[src/hw/rtl/lfpd_pkg.sv]
package lfpd_pkg;

  // Default sensor sample width
  localparam int SAMPLE_BITS_DEF = 11;

  // Fixed datapath widths
  localparam int GAIN_W   = 12;
  localparam int SMOOTH_W = 9;
  localparam int DRIVE_W  = 10;
  localparam int LIMIT_W  = 9;
  localparam int THRESH_W = 14;
  localparam int INTEG_W  = 24;
  localparam int CORR_W   = 16;

  // Depth of the queue between front and back
  localparam int QUEUE_DEPTH = 2;

  // Register indexes (byte address = 4 * index)
  localparam logic [2:0] REG_PROP_GAIN   = 3'd0;
  localparam logic [2:0] REG_INTEG_GAIN  = 3'd1;
  localparam logic [2:0] REG_DERIV_GAIN  = 3'd2;
  localparam logic [2:0] REG_SMOOTH      = 3'd3;
  localparam logic [2:0] REG_CRUISE      = 3'd4;
  localparam logic [2:0] REG_LIMIT       = 3'd5;
  localparam logic [2:0] REG_THRESHOLD   = 3'd6;

  // Register reset values
  localparam logic [GAIN_W-1:0]          RST_PROP_GAIN  = 12'd256;
  localparam logic [GAIN_W-1:0]          RST_INTEG_GAIN = 12'd13;
  localparam logic [GAIN_W-1:0]          RST_DERIV_GAIN = 12'd640;
  localparam logic [SMOOTH_W-1:0]        RST_SMOOTH     = 9'd243;
  localparam logic signed [DRIVE_W-1:0]  RST_CRUISE     = 10'sd300;
  localparam logic [LIMIT_W-1:0]         RST_LIMIT      = 9'd400;
  localparam logic [THRESH_W-1:0]        RST_THRESHOLD  = 14'd1100;

  // Configuration seen by front and back
  typedef struct packed {
    logic [GAIN_W-1:0]         prop_gain;
    logic [GAIN_W-1:0]         integ_gain;
    logic [GAIN_W-1:0]         deriv_gain;
    logic [SMOOTH_W-1:0]       smooth_factor;
    logic signed [DRIVE_W-1:0] cruise_speed;
    logic [LIMIT_W-1:0]        speed_limit;
    logic [THRESH_W-1:0]       light_threshold;
  } cfg_t;

endpackage

[src/hw/rtl/line_follow_pid_drive.sv]
// PID line follower for a differential drive.
// Input queue: drive reading_0..reading_4 and raise push; an item is taken
// at a clock edge where push is high and full is low. Result queue: while
// empty is low, left_drive, right_drive, pid_correction and line_seen show
// the oldest result; pop high at an edge takes it.
// The front updates the integral, last error and run flag in the cycle an
// item is taken and hands it to a two-entry queue. The back works one item
// at a time through one shared 13x24 gain multiplier and one shared
// smoothing multiplier: a 10-state sequence per item, taking the queue head
// included. The back takes a new item from the queue only in IDLE, so it
// finishes one item before it starts the next; the result reaches the
// ports from FIN, once the result register is free.
// When pop is held low the back holds its finished item, the queue fills
// and full rises; nothing is dropped.
// Reset (rst, synchronous) clears the integral, last error and smoothed
// speeds, sets the run flag, empties both queues and loads the register
// defaults. Registers sit on the APB port at byte address 4*index and
// should only be written while the block is idle.
module line_follow_pid_drive #(
  parameter int SAMPLE_BITS = lfpd_pkg::SAMPLE_BITS_DEF
) (
  input  logic                   clk,
  input  logic                   rst,
  // Configuration port
  input  logic                   psel,
  input  logic                   penable,
  input  logic                   pwrite,
  input  logic [4:0]             paddr,
  input  logic [31:0]            pwdata,
  output logic [31:0]            prdata,
  output logic                   pready,
  // Input items
  input  logic                   push,
  output logic                   full,
  input  logic [SAMPLE_BITS-1:0] reading_0,
  input  logic [SAMPLE_BITS-1:0] reading_1,
  input  logic [SAMPLE_BITS-1:0] reading_2,
  input  logic [SAMPLE_BITS-1:0] reading_3,
  input  logic [SAMPLE_BITS-1:0] reading_4,
  // Result items
  output logic                   empty,
  input  logic                   pop,
  output logic signed [lfpd_pkg::DRIVE_W-1:0] left_drive,
  output logic signed [lfpd_pkg::DRIVE_W-1:0] right_drive,
  output logic signed [lfpd_pkg::CORR_W-1:0]  pid_correction,
  output logic                   line_seen
);
  import lfpd_pkg::*;

  localparam int QW = 2 * SAMPLE_BITS + INTEG_W + 5;

  cfg_t       cfg;
  logic       cfg_wr;
  logic [2:0] reg_idx;

  assign pready  = 1'b1;
  assign cfg_wr  = psel && penable && pwrite;
  assign reg_idx = paddr[4:2];

  // Register file
  always_ff @(posedge clk) begin
    if (rst) begin
      cfg.prop_gain       <= RST_PROP_GAIN;
      cfg.integ_gain      <= RST_INTEG_GAIN;
      cfg.deriv_gain      <= RST_DERIV_GAIN;
      cfg.smooth_factor   <= RST_SMOOTH;
      cfg.cruise_speed    <= RST_CRUISE;
      cfg.speed_limit     <= RST_LIMIT;
      cfg.light_threshold <= RST_THRESHOLD;
    end else if (cfg_wr) begin
      case (reg_idx)
        REG_PROP_GAIN:  cfg.prop_gain       <= pwdata[GAIN_W-1:0];
        REG_INTEG_GAIN: cfg.integ_gain      <= pwdata[GAIN_W-1:0];
        REG_DERIV_GAIN: cfg.deriv_gain      <= pwdata[GAIN_W-1:0];
        REG_SMOOTH:     cfg.smooth_factor   <= pwdata[SMOOTH_W-1:0];
        REG_CRUISE:     cfg.cruise_speed    <= $signed(pwdata[DRIVE_W-1:0]);
        REG_LIMIT:      cfg.speed_limit     <= pwdata[LIMIT_W-1:0];
        REG_THRESHOLD:  cfg.light_threshold <= pwdata[THRESH_W-1:0];
        default: begin
        end
      endcase
    end
  end

  // Register readback
  always_comb begin
    case (reg_idx)
      REG_PROP_GAIN:  prdata = 32'(cfg.prop_gain);
      REG_INTEG_GAIN: prdata = 32'(cfg.integ_gain);
      REG_DERIV_GAIN: prdata = 32'(cfg.deriv_gain);
      REG_SMOOTH:     prdata = 32'(cfg.smooth_factor);
      REG_CRUISE:     prdata = 32'(cfg.cruise_speed);
      REG_LIMIT:      prdata = 32'(cfg.speed_limit);
      REG_THRESHOLD:  prdata = 32'(cfg.light_threshold);
      default:        prdata = '0;
    endcase
  end

  logic          q_wr;
  logic          q_full;
  logic [QW-1:0] q_wdata;
  logic          q_rd;
  logic          q_valid;
  logic [QW-1:0] q_rdata;

  lfpd_front #(
    .SAMPLE_BITS(SAMPLE_BITS)
  ) u_front (
    .clk       (clk),
    .rst       (rst),
    .cfg       (cfg),
    .push      (push),
    .full      (full),
    .reading_0 (reading_0),
    .reading_1 (reading_1),
    .reading_2 (reading_2),
    .reading_3 (reading_3),
    .reading_4 (reading_4),
    .q_full    (q_full),
    .q_wr      (q_wr),
    .q_data    (q_wdata)
  );

  lfpd_fifo #(
    .DATA_W(QW)
  ) u_queue (
    .clk     (clk),
    .rst     (rst),
    .wr_en   (q_wr),
    .wr_data (q_wdata),
    .full    (q_full),
    .rd_en   (q_rd),
    .rd_data (q_rdata),
    .valid   (q_valid)
  );

  lfpd_back #(
    .SAMPLE_BITS(SAMPLE_BITS)
  ) u_back (
    .clk            (clk),
    .rst            (rst),
    .cfg            (cfg),
    .q_valid        (q_valid),
    .q_data         (q_rdata),
    .q_rd           (q_rd),
    .empty          (empty),
    .pop            (pop),
    .left_drive     (left_drive),
    .right_drive    (right_drive),
    .pid_correction (pid_correction),
    .line_seen      (line_seen)
  );

endmodule

[src/hw/rtl/lfpd_fifo.sv]
module lfpd_fifo #(
  parameter int DATA_W = 8
) (
  input  logic              clk,
  input  logic              rst,
  input  logic              wr_en,
  input  logic [DATA_W-1:0] wr_data,
  output logic              full,
  input  logic              rd_en,
  output logic [DATA_W-1:0] rd_data,
  output logic              valid
);
  import lfpd_pkg::*;

  localparam int DEPTH = QUEUE_DEPTH;
  localparam int PTR_W = (DEPTH > 1) ? $clog2(DEPTH) : 1;
  localparam int CNT_W = $clog2(DEPTH + 1);

  logic [DATA_W-1:0] mem [DEPTH];
  logic [PTR_W-1:0]  wr_ptr;
  logic [PTR_W-1:0]  rd_ptr;
  logic [CNT_W-1:0]  count;
  logic              do_wr;
  logic              do_rd;

  assign full    = (count == CNT_W'(DEPTH));
  assign valid   = (count != '0);
  assign do_wr   = wr_en && !full;
  assign do_rd   = rd_en && valid;
  assign rd_data = mem[rd_ptr];

  // Storage
  always_ff @(posedge clk) begin
    if (do_wr) begin
      mem[wr_ptr] <= wr_data;
    end
  end

  // Pointers and fill count
  always_ff @(posedge clk) begin
    if (rst) begin
      wr_ptr <= '0;
      rd_ptr <= '0;
      count  <= '0;
    end else begin
      if (do_wr) begin
        wr_ptr <= (wr_ptr == PTR_W'(DEPTH - 1)) ? '0 : wr_ptr + 1'b1;
      end
      if (do_rd) begin
        rd_ptr <= (rd_ptr == PTR_W'(DEPTH - 1)) ? '0 : rd_ptr + 1'b1;
      end
      if (do_wr && !do_rd) begin
        count <= count + 1'b1;
      end else if (do_rd && !do_wr) begin
        count <= count - 1'b1;
      end
    end
  end

endmodule

[src/hw/rtl/lfpd_front.sv]
module lfpd_front #(
  parameter int SAMPLE_BITS = lfpd_pkg::SAMPLE_BITS_DEF
) (
  input  logic                   clk,
  input  logic                   rst,
  input  lfpd_pkg::cfg_t         cfg,
  input  logic                   push,
  output logic                   full,
  input  logic [SAMPLE_BITS-1:0] reading_0,
  input  logic [SAMPLE_BITS-1:0] reading_1,
  input  logic [SAMPLE_BITS-1:0] reading_2,
  input  logic [SAMPLE_BITS-1:0] reading_3,
  input  logic [SAMPLE_BITS-1:0] reading_4,
  input  logic                   q_full,
  output logic                   q_wr,
  output logic [2*SAMPLE_BITS+lfpd_pkg::INTEG_W+4:0] q_data
);
  import lfpd_pkg::*;

  localparam int ERR_W = SAMPLE_BITS + 1;
  localparam int DER_W = SAMPLE_BITS + 2;
  localparam int SUM_W = SAMPLE_BITS + 3;
  localparam int CMP_W = (SUM_W > THRESH_W) ? SUM_W : THRESH_W;
  localparam logic signed [INTEG_W:0] I_MAX = (INTEG_W + 1)'((1 << (INTEG_W - 1)) - 1);
  localparam logic signed [INTEG_W:0] I_MIN = -(INTEG_W + 1)'(1 << (INTEG_W - 1));

  logic signed [INTEG_W-1:0] integral_sum;
  logic signed [ERR_W-1:0]   previous_error;
  logic                      running;

  logic signed [ERR_W-1:0]   err;
  logic signed [DER_W-1:0]   deriv;
  logic signed [INTEG_W:0]   integ_wide;
  logic signed [INTEG_W-1:0] integral_next;
  logic [CMP_W-1:0]          sum;
  logic                      seen;

  assign full = q_full;
  assign q_wr = push && !q_full;

  // Error, derivative and saturating integral
  always_comb begin
    err = $signed({1'b0, reading_1}) - $signed({1'b0, reading_3});
    deriv = DER_W'(err) - DER_W'(previous_error);
    integ_wide = (INTEG_W + 1)'(integral_sum) + (INTEG_W + 1)'(err);
    if (integ_wide > I_MAX) begin
      integral_next = INTEG_W'(I_MAX);
    end else if (integ_wide < I_MIN) begin
      integral_next = INTEG_W'(I_MIN);
    end else begin
      integral_next = INTEG_W'(integ_wide);
    end
  end

  // Light level against threshold
  always_comb begin
    sum = CMP_W'(reading_0) + CMP_W'(reading_1) + CMP_W'(reading_2)
        + CMP_W'(reading_3) + CMP_W'(reading_4);
    seen = (sum >= CMP_W'(cfg.light_threshold));
  end

  // Item handed to the back: new flag, previous flag, derivative, integral, error
  assign q_data = {seen, running, deriv, integral_next, err};

  always_ff @(posedge clk) begin
    if (rst) begin
      integral_sum   <= '0;
      previous_error <= '0;
      running        <= 1'b1;
    end else if (q_wr) begin
      integral_sum   <= integral_next;
      previous_error <= err;
      running        <= seen;
    end
  end

endmodule

[src/hw/rtl/lfpd_back.sv]
module lfpd_back #(
  parameter int SAMPLE_BITS = lfpd_pkg::SAMPLE_BITS_DEF
) (
  input  logic                   clk,
  input  logic                   rst,
  input  lfpd_pkg::cfg_t         cfg,
  input  logic                   q_valid,
  input  logic [2*SAMPLE_BITS+lfpd_pkg::INTEG_W+4:0] q_data,
  output logic                   q_rd,
  output logic                   empty,
  input  logic                   pop,
  output logic signed [lfpd_pkg::DRIVE_W-1:0] left_drive,
  output logic signed [lfpd_pkg::DRIVE_W-1:0] right_drive,
  output logic signed [lfpd_pkg::CORR_W-1:0]  pid_correction,
  output logic                   line_seen
);
  import lfpd_pkg::*;

  localparam int ERR_W = SAMPLE_BITS + 1;
  localparam int DER_W = SAMPLE_BITS + 2;
  localparam int MA_W  = GAIN_W + 1;
  localparam int MB_W  = INTEG_W;
  localparam int MUL_W = MA_W + MB_W;
  localparam int ACC_W = MUL_W + 2;
  localparam int SPD_W = CORR_W + 1;
  localparam int DIF_W = DRIVE_W + 1;
  localparam int SF_W  = SMOOTH_W + 1;
  localparam int SP_W  = DIF_W + SF_W;
  localparam int SV_W  = SP_W + 1;

  localparam logic signed [ACC_W-1:0] ACC_RND = ACC_W'(255);
  localparam logic signed [ACC_W-1:0] C_MAX   = ACC_W'((1 << (CORR_W - 1)) - 1);
  localparam logic signed [ACC_W-1:0] C_MIN   = -ACC_W'(1 << (CORR_W - 1));

  // Sequencer codes
  localparam logic [3:0] ST_IDLE  = 4'd0;
  localparam logic [3:0] ST_P     = 4'd1;
  localparam logic [3:0] ST_I     = 4'd2;
  localparam logic [3:0] ST_D     = 4'd3;
  localparam logic [3:0] ST_SUM   = 4'd4;
  localparam logic [3:0] ST_CORR  = 4'd5;
  localparam logic [3:0] ST_SPEED = 4'd6;
  localparam logic [3:0] ST_MR    = 4'd7;
  localparam logic [3:0] ST_ML    = 4'd8;
  localparam logic [3:0] ST_FIN   = 4'd9;

  logic [3:0] state;
  logic       out_valid;

  // Item fields
  logic signed [ERR_W-1:0]   err_r;
  logic signed [INTEG_W-1:0] integ_r;
  logic signed [DER_W-1:0]   deriv_r;
  logic                      run_prev;
  logic                      seen_r;

  // Working registers
  logic signed [ACC_W-1:0]   prod;
  logic signed [ACC_W-1:0]   acc;
  logic signed [CORR_W-1:0]  corr;
  logic signed [DRIVE_W-1:0] rs;
  logic signed [DRIVE_W-1:0] ls;
  logic signed [SP_W-1:0]    sprod;
  logic signed [DRIVE_W-1:0] smooth_right;
  logic signed [DRIVE_W-1:0] smooth_left;

  // Shared gain multiplier
  logic signed [MA_W-1:0]  mul_a;
  logic signed [MB_W-1:0]  mul_b;
  logic signed [MUL_W-1:0] mul_y;

  always_comb begin
    case (state)
      ST_P: begin
        mul_a = $signed({1'b0, cfg.prop_gain});
        mul_b = MB_W'(err_r);
      end
      ST_I: begin
        mul_a = $signed({1'b0, cfg.integ_gain});
        mul_b = integ_r;
      end
      default: begin
        mul_a = $signed({1'b0, cfg.deriv_gain});
        mul_b = MB_W'(deriv_r);
      end
    endcase
    mul_y = mul_a * mul_b;
  end

  // Truncate toward zero and saturate the correction
  logic signed [ACC_W-1:0] acc_adj;
  logic signed [ACC_W-1:0] acc_div;
  logic signed [CORR_W-1:0] corr_next;

  always_comb begin
    acc_adj = acc[ACC_W-1] ? acc + ACC_RND : acc;
    acc_div = acc_adj >>> 8;
    if (acc_div > C_MAX) begin
      corr_next = CORR_W'(C_MAX);
    end else if (acc_div < C_MIN) begin
      corr_next = CORR_W'(C_MIN);
    end else begin
      corr_next = CORR_W'(acc_div);
    end
  end

  // Base speed plus and minus correction, clamped to the limit
  logic signed [SPD_W-1:0] r_sum;
  logic signed [SPD_W-1:0] l_sum;
  logic signed [SPD_W-1:0] lim_pos;
  logic signed [SPD_W-1:0] lim_neg;
  logic signed [DRIVE_W-1:0] rs_next;
  logic signed [DRIVE_W-1:0] ls_next;

  always_comb begin
    lim_pos = $signed(SPD_W'(cfg.speed_limit));
    lim_neg = -lim_pos;
    r_sum = SPD_W'(cfg.cruise_speed) + SPD_W'(corr);
    l_sum = SPD_W'(cfg.cruise_speed) - SPD_W'(corr);
    if (r_sum > lim_pos) begin
      rs_next = DRIVE_W'(lim_pos);
    end else if (r_sum < lim_neg) begin
      rs_next = DRIVE_W'(lim_neg);
    end else begin
      rs_next = DRIVE_W'(r_sum);
    end
    if (l_sum > lim_pos) begin
      ls_next = DRIVE_W'(lim_pos);
    end else if (l_sum < lim_neg) begin
      ls_next = DRIVE_W'(lim_neg);
    end else begin
      ls_next = DRIVE_W'(l_sum);
    end
  end

  // Shared smoothing multiplier: factor times (target - old)
  logic signed [DIF_W-1:0] s_diff;
  logic signed [SF_W-1:0]  s_fac;
  logic signed [SP_W-1:0]  s_mul;

  always_comb begin
    if (state == ST_MR) begin
      s_diff = DIF_W'(rs) - DIF_W'(smooth_right);
    end else begin
      s_diff = DIF_W'(ls) - DIF_W'(smooth_left);
    end
    s_fac = $signed({1'b0, cfg.smooth_factor});
    s_mul = s_fac * s_diff;
  end

  // old + product/256, truncated toward zero, saturated to drive width
  function automatic logic signed [DRIVE_W-1:0] smooth_finish(
    input logic signed [DRIVE_W-1:0] old,
    input logic signed [SP_W-1:0]    p
  );
    logic signed [SV_W-1:0] v;
    logic signed [SV_W-1:0] adj;
    logic signed [SV_W-1:0] q;
    logic signed [SV_W-1:0] hi;
    logic signed [SV_W-1:0] lo;
    v   = (SV_W'(old) <<< 8) + SV_W'(p);
    adj = v[SV_W-1] ? v + SV_W'(255) : v;
    q   = adj >>> 8;
    hi  = SV_W'((1 << (DRIVE_W - 1)) - 1);
    lo  = -SV_W'(1 << (DRIVE_W - 1));
    if (q > hi) begin
      smooth_finish = DRIVE_W'(hi);
    end else if (q < lo) begin
      smooth_finish = DRIVE_W'(lo);
    end else begin
      smooth_finish = DRIVE_W'(q);
    end
  endfunction

  logic signed [DRIVE_W-1:0] left_next;
  logic out_free;

  assign left_next = smooth_finish(smooth_left, sprod);
  assign out_free  = !out_valid || pop;
  assign q_rd      = (state == ST_IDLE) && q_valid;
  assign empty     = !out_valid;

  // Sequencer and control state
  always_ff @(posedge clk) begin
    if (rst) begin
      state        <= ST_IDLE;
      out_valid    <= 1'b0;
      smooth_right <= '0;
      smooth_left  <= '0;
    end else begin
      // FIN reloads the result register itself when it is free
      if (pop && out_valid && (state != ST_FIN)) begin
        out_valid <= 1'b0;
      end
      case (state)
        ST_IDLE: begin
          if (q_valid) begin
            state <= ST_P;
          end
        end
        ST_P:     state <= ST_I;
        ST_I:     state <= ST_D;
        ST_D:     state <= ST_SUM;
        ST_SUM:   state <= ST_CORR;
        ST_CORR:  state <= ST_SPEED;
        ST_SPEED: state <= ST_MR;
        ST_MR:    state <= ST_ML;
        ST_ML: begin
          smooth_right <= smooth_finish(smooth_right, sprod);
          state        <= ST_FIN;
        end
        ST_FIN: begin
          if (out_free) begin
            smooth_left <= left_next;
            out_valid   <= 1'b1;
            state       <= ST_IDLE;
          end
        end
        default: state <= ST_IDLE;
      endcase
    end
  end

  // Datapath registers
  always_ff @(posedge clk) begin
    case (state)
      ST_IDLE: begin
        {seen_r, run_prev, deriv_r, integ_r, err_r} <= q_data;
      end
      ST_P: begin
        prod <= ACC_W'(mul_y);
      end
      ST_I: begin
        acc  <= prod;
        prod <= ACC_W'(mul_y);
      end
      ST_D: begin
        acc  <= acc + prod;
        prod <= ACC_W'(mul_y);
      end
      ST_SUM: begin
        acc <= acc + prod;
      end
      ST_CORR: begin
        corr <= corr_next;
      end
      ST_SPEED: begin
        rs <= rs_next;
        ls <= ls_next;
      end
      ST_MR, ST_ML: begin
        sprod <= s_mul;
      end
      ST_FIN: begin
        if (out_free) begin
          left_drive     <= run_prev ? left_next : '0;
          right_drive    <= run_prev ? smooth_right : '0;
          pid_correction <= corr;
          line_seen      <= seen_r;
        end
      end
      default: begin
      end
    endcase
  end

endmodule
[config.mk]
export PLATFORM = sky130hd
export DESIGN_NAME = line_follow_pid_drive
export DESIGN_NICKNAME = d
export VERILOG_FILES = /design/src/hw/rtl/lfpd_pkg.sv /design/src/hw/rtl/line_follow_pid_drive.sv /design/src/hw/rtl/lfpd_fifo.sv /design/src/hw/rtl/lfpd_front.sv /design/src/hw/rtl/lfpd_back.sv
export SDC_FILE = /design/constraint.sdc
export NUM_CORES = 2
export LEC_CHECK = 0
export BUFFER_PORTS_ARGS = -buffer_cell sky130_fd_sc_hd__buf_2
export CAP_MARGIN = 0
export CORE_ASPECT_RATIO = 2
export CORE_UTILIZATION = 35
export DETAILED_ROUTE_END_ITERATION = 10
export GPL_TIMING_DRIVEN = 0
export PLACE_DENSITY_LB_ADDON = 0.05
export SLEW_MARGIN = 0
export SYNTH_ARGS = -nofsm -noshare
export SYNTH_HDL_FRONTEND = slang
export SYNTH_HIERARCHICAL = 1
export SYNTH_SLANG_ARGS = --single-unit
[constraint.sdc]
create_clock -name clk -period 18.5 [get_ports clk]
set_clock_uncertainty 0.05 [all_clocks]
set_input_delay 1.85 -clock clk [delete_from_list [all_inputs] [get_ports clk]]
set_output_delay 1.85 -clock clk [all_outputs]
set_load 0.005 [all_outputs]
Yosys cells after proc, flatten, opt, wreduce, memory -nomap -nowiden
Memories as Yosys holds them, arrays and structs flattened. A register that Yosys moved wholly into a read port is not among the register bits.
Index checks and enable logic that the tools add are counted.
{ "word_totals": {"ff_bits": 314, "latchBits": 0, "ram_bits": 102, "mem_bits_ro": 0, "output_inout_bits": 72, "word_cells": 149, "memories": 1} }
{ "memory_table": {"columns": ["memory", "words", "word_bits", "read_ports", "rd_clocked_by_memory_dff", "write_ports", "line_no", "source"], "rows": [
  ["u_queue.mem", 2, 51, 1, 1, 1, "lfpd_fifo.sv:19", "logic [DATA_W-1:0] mem [DEPTH];"]
]} }
{ "op_classes": {"add_sub_neg": 22, "n_mul": 2, "div_mod_pow": 0, "order_cmp": 13, "eq_ne": 19, "shift": 0, "n_mux": 31, "bitwise": 0, "reduce_logical": 32} }
{ "ops": {"columns": ["cell", "n"], "rows": [
  ["$pmux 32 s7", 1],
  ["$pmux 39 s2", 1],
  ["$mux 10", 6],
  ["$mux 24", 2],
  ["$pmux 24 s2", 1],
  ["$add 18x21->22", 2],
  ["$add 22x9->22 const B", 2],
  ["$mux 22", 2],
  ["$add 14x11->14", 3],
  ["$pmux 4 s10", 1],
  ["$add 39x37->39", 1],
  ["$add 39x9->39 const B", 1],
  ["$mux 39", 1],
  ["$mul 13x24->37", 1],
  ["$gt 17x10->1", 2],
  ["$lt 17x17->1", 2],
  ["$gt 31x16->1 const B", 1],
  ["$lt 31x16->1 const B", 1],
  ["$gt 14x10->1 const B", 2],
  ["$lt 14x10->1 const B", 2],
  ["$add 24x12->25", 1],
  ["$gt 25x24->1 const B", 1],
  ["$lt 25x24->1 const B", 1],
  ["$pmux 12 s2", 1],
  ["other kinds (37)", 80]
]} }

Longest topological paths before layout
{ "logic_depth": {"depth_word": 8, "ltp_mapped": 32, "depth_no_buf": 32} }

By module
Netlist, hierarchy kept.
{ "modules_own_cells": {"columns": ["mod", "n_inst", "cells_each", "area_per_inst_um2", "seq_area_each_um2"], "rows": [
  ["lfpd_back", 1, 3538, 31702.9, 7136.8],
  ["lfpd_front", 1, 689, 5472.7, 740.7],
  ["line_follow_pid_drive", 1, 409, 4043.9, 1561.5],
  ["lfpd_fifo", 1, 184, 3887.5, 3163.0]
]} }

Worst setup path before layout
No wires, ideal clock.
{ "synth_path": {"path_type": "reg-to-reg", "startpoint": "reg u_back.state[3]", "endpoint": "reg, netlist name u_back/prod[36]", "arrival_time_ns": 7.297, "t_required_ns": 18.190, "setup_slack_ns": 10.893, "stages_incl_launch_ff": 32, "synth_period_minus_slack_ns": 7.607, "cell_sequence": "dfxtp_1 -> clkbuf_1 -> or2_2 -> clkbuf_1 -> clkbuf_1 -> nor2_1 -> a21oi_1 -> o22ai_1 -> a21oi_1 -> clkbuf_1 -> nand2_1 -> fa_1 -> fa_1 -> inv_1 -> fa_1 -> fa_1 -> inv_1 -> fa_1 -> inv_1 -> ha_1 -> buf_2 -> a21oi_1 -> o21bai_1 -> a211oi_1 -> o221ai_1 -> a2111o_1 -> nand4_1 -> a31oi_1 -> o41a_1 -> a221o_1 -> a21oi_1 -> xnor2_1"} }
{ "synth_between": {"elab_chain_len": 3, "word_cells_on_any_way": 5, "classes_between": "mul (1); eq/ne (2); mux (2)"} }
{ "synth_rtl": {"columns": ["item", "line_no", "source"], "rows": [
  ["from (decl)", "lfpd_back.sv:47", "logic [3:0] state;"],
  ["from (signal assigned)", "lfpd_back.sv:186", "state <= ST_IDLE;"],
  ["from (signal assigned)", "lfpd_back.sv:198", "state <= ST_P;"],
  ["from (signal assigned)", "lfpd_back.sv:201", "ST_P: state <= ST_I;"],
  ["$eq 4x2->1 / $eq 4x1->1 (equally long branches)", "lfpd_back.sv:73", "case (state)"],
  ["$pmux 12 s2 / $pmux 24 s2 (equally long branches)", "lfpd_back.sv:73", null],
  ["$mul 13x24->37 *", "lfpd_back.sv:87", "mul_y = mul_a * mul_b;"],
  ["named net u_back.mul_y[36]", "lfpd_back.sv:70", "logic signed [MUL_W-1:0] mul_y;"]
]} }
Mark *: on every way through the listed nets, which the timed path passes. The rest lies on a longest branch.
A chain may end at the register's enable or synchronous reset.

Final worst setup path
{ "layout_path": {"startpoint": "reg u_back.state[3]", "endpoint": "reg, netlist name u_back/prod[36]"} }
{ "layout_between": {"elab_chain_len": 3, "word_cells_on_any_way": 5, "classes_between": "mul (1); eq/ne (2); mux (2)"} }
{ "layout_rtl": {"columns": ["item", "line_no"], "rows": [
  ["$eq 4x2->1 / $eq 4x1->1 (equally long branches)", "lfpd_back.sv:73"],
  ["$pmux 12 s2 / $pmux 24 s2 (equally long branches)", "lfpd_back.sv:73"],
  ["$mul 13x24->37 *", "lfpd_back.sv:87"],
  ["named net u_back.mul_y[36]", "lfpd_back.sv:70"]
]} }
Marks and branches as above.

==> metrics.cfg <==
[route]
routed_wl_microns = 155000
first_iter_violations = 1910
num_vias = 35000
detail_route.vias_per_cell = 5.17
ant_nets = 0
post_drt_wl_per_cell_microns = 22.9
firstDrtPassIters = 7
drc = 0

[critical_path]
crit_arrival_ns = 10.40
critPathSlowestCell = a21oi_1
worstSetupPathType = register to register
cp.required_ns = 18.86
crit_fanout = 10
reg2reg_from = u_back/state[3]$_SDFFE_PP0P_
r2r-end = u_back/prod[36]$_DFFE_PP_
regToRegSetupSlack_ns = 8.47
worstSetupEndpointType = register
rr_worst_depth = 31
critPathMostFrequentCell = fa_1
slowest_delay_ns = 0.86
crit_end = u_back/prod[36]$_DFFE_PP_
critPathLaunchType = register
startpoint = u_back/state[3]$_SDFFE_PP0P_

[sta]
period_share_pct = 54.2
relSlewSlack_pct = 5.69
fmax_mhz = 99.7
setup_viol = 0
post-route-min-period_ns = 10.03
setup_tns_ns = 0
maxSlewViolCount = 0
tightest_slew_ns = 1.41
hold_viol = 0
rsz0062_at_grt = no

[synth]
dominantRegCellSynth = edfxtp_1
synth_compound_area_share_pct = 13.8
syn-cell-area_sq_um = 45100
seq_area_frac_synth_pct = 27.9
synth_edf_count = 323
synth-xor-area-share_pct = 4.35
async_flop_share_pct = 0
synth_nets = 5682
postSynthCellCount = 4820
yosys_warnings = 6
ys_types = 112
synth_fa_ha_area_share_pct = 27.7
avgSynthCellArea_sq_um = 9.36
synthSimpleGateAreaFrac_pct = 14.2
ys_seq_elements = 468
muxShareOfSynthArea_pct = 4.09
synth_top_family_by_area = adder cells

[place]
gp_congestion = 0.920
dp_hpwl_microns = 130000
port_buffers = 148

[die]
start_util_pct = 35.2
rows = 186
core_area_sq_um = 128000
die_x_microns = 256
io_pins = 171
die_area_sq_um = 130000
chipHeight_microns = 510

[clocking]
cts_tree = yes
cts_htree_levels = 2
cts_buffers = 49
cts_setup_buffers = 0
clock_path_buffers = 3
clkSinkCount = 468
ctsResizeCount = 0
clockRootBuffer = clkbuf_16
insertion_delay_ns = 0.68
cts_hold_buf = 0
clk_pin_slew_ns = 0.08

[global_routing]
antenna_found_initial = 1
first_global_vias = 37500
grt_pass1_wl_microns = 233000
overflow = 0
grt_max_degree = 47
globalRouteTotalUtil_pct = 24.1

[run]
cap_violations = 0

[status]
status = completed

[worst_hold_path]
hp-class = register to register
hp-start = u_back/seen_r$_DFFE_PN_

[layout]
layout_common_cells = inv_1, nand2_1, fa_1
drive_gt1_share_pct = 8.90
nNetsFinal = 5898
syn2layout_area_growth_pct = 10.8
layout_commonest_cell = inv_1

[worst min path at each step]
stage / end / cells after the start
2_1_floorplan: u_back/line_seen$_DFFE_PP_ / 0
3_3_place_gp: u_back/line_seen$_DFFE_PP_ / 0
3_5_place_dp: u_back/line_seen$_DFFE_PP_ / 0
4_1_cts: u_front/previous_error[4]$_SDFFE_PP0P_ / 2
5_1_grt: u_back/line_seen$_DFFE_PP_ / 0
6_report: u_back/line_seen$_DFFE_PP_ / 0
[Yosys cell counts, types with 27 or more instances]
cell type | count | share of area, %
a211oi_1 | 40 | 0.67
a21o_1 | 73 | 1.2
a21oi_1 | 281 | 3.1
and2_1 | 76 | 1.1
and3_1 | 29 | 0.40
buf_4 | 27 | 0.45
clkbuf_1 | 124 | 1.0
dfxtp_1 | 145 | 6.4
edfxtp_1 | 323 | 22
fa_1 | 383 | 17
ha_1 | 380 | 11
inv_1 | 675 | 5.6
mux2_2 | 58 | 1.4
mux2i_1 | 117 | 2.6
nand2_1 | 433 | 3.6
nand2b_1 | 112 | 1.6
nand3_1 | 56 | 0.62
nor2_1 | 365 | 3.0
nor2b_1 | 76 | 1.1
nor3_1 | 85 | 0.94
o21a_1 | 49 | 0.82
o21ai_0 | 214 | 2.4
o21bai_1 | 27 | 0.45
xnor2_1 | 147 | 2.9
xor2_1 | 72 | 1.4
[sequential cells by signal (all words and copies together) (netlist names), 12 cells and up, named ones only]
name                    flops
u_queue/mem               102
cfg                        78
u_back/acc                 39
u_back/prod                37
u_back/integ_r             24
u_front/integral_sum       24
u_back/sprod               21
u_back/corr                16
u_back/pid_correction      16
u_back/deriv_r             13
u_back/err_r               12
u_front/previous_error     12
[cell type report]
class	count	area, sq um
fill	13100	78300
multi-input combinational	3480	29100
sequential	468	12600
inverter	678	2540
tap	1692	2120
clock buffer	62	1290
timing repair buffer	165	1000
buffer	194	968
clock inverter	30	382
antenna	2	5.00
[per-layer routing]
metal	wire, microns	track usage (%)	vias up
met5	0	0	-
met4	11100	15.4	0
met3	3170	1.60	314
met2	91300	50.6	670
met1	49700	21.6	17300
li1	-	-	16700
[worst max-delay path, delay by kind of cell (launching register included)]
kind	cells	cell delay [ns]
buffers and inverters	8	2.14
xor gates and xnor gates	1	0.24
adders and majority gates	6	2.95
AOI/OAI and AO/OA	12	3.38
DFF	1	0.31
and+or+nand+nor	4	0.69
[stage by stage]
step / worst slack, ns / utilization (%) / hold WS (ns) / cells / instance area [sq um]
after floorplan: 10.89 / - / 0.350 / 4820 / 45100
after global placement: 8.59 / 37.4 / 0.393 / 6660 / 48000
after detailed placement: 8.56 / 37.7 / 0.392 / 6677 / 48300
after CTS: 8.47 / 39.0 / 0.409 / 6769 / 50000
after global routing: 8.20 / 39.0 / 0.420 / 6770 / 50000
final: 8.47 / 39.0 / 0.406 / 6771 / 50000
[cells by family after synthesis]
group,Yosys count
AO/OA/AOI/OAI,957
XOR/XNOR,221
adder cells (fa/ha/maj),772
buffers and inverters,872
flip-flops,468
multiplexers,176
other,1
AND/OR/NAND/NOR,1353
Power is left out: the tool's default activity adds up to more than one toggle a clock period on the data nets, which glitch-free logic cannot reach.
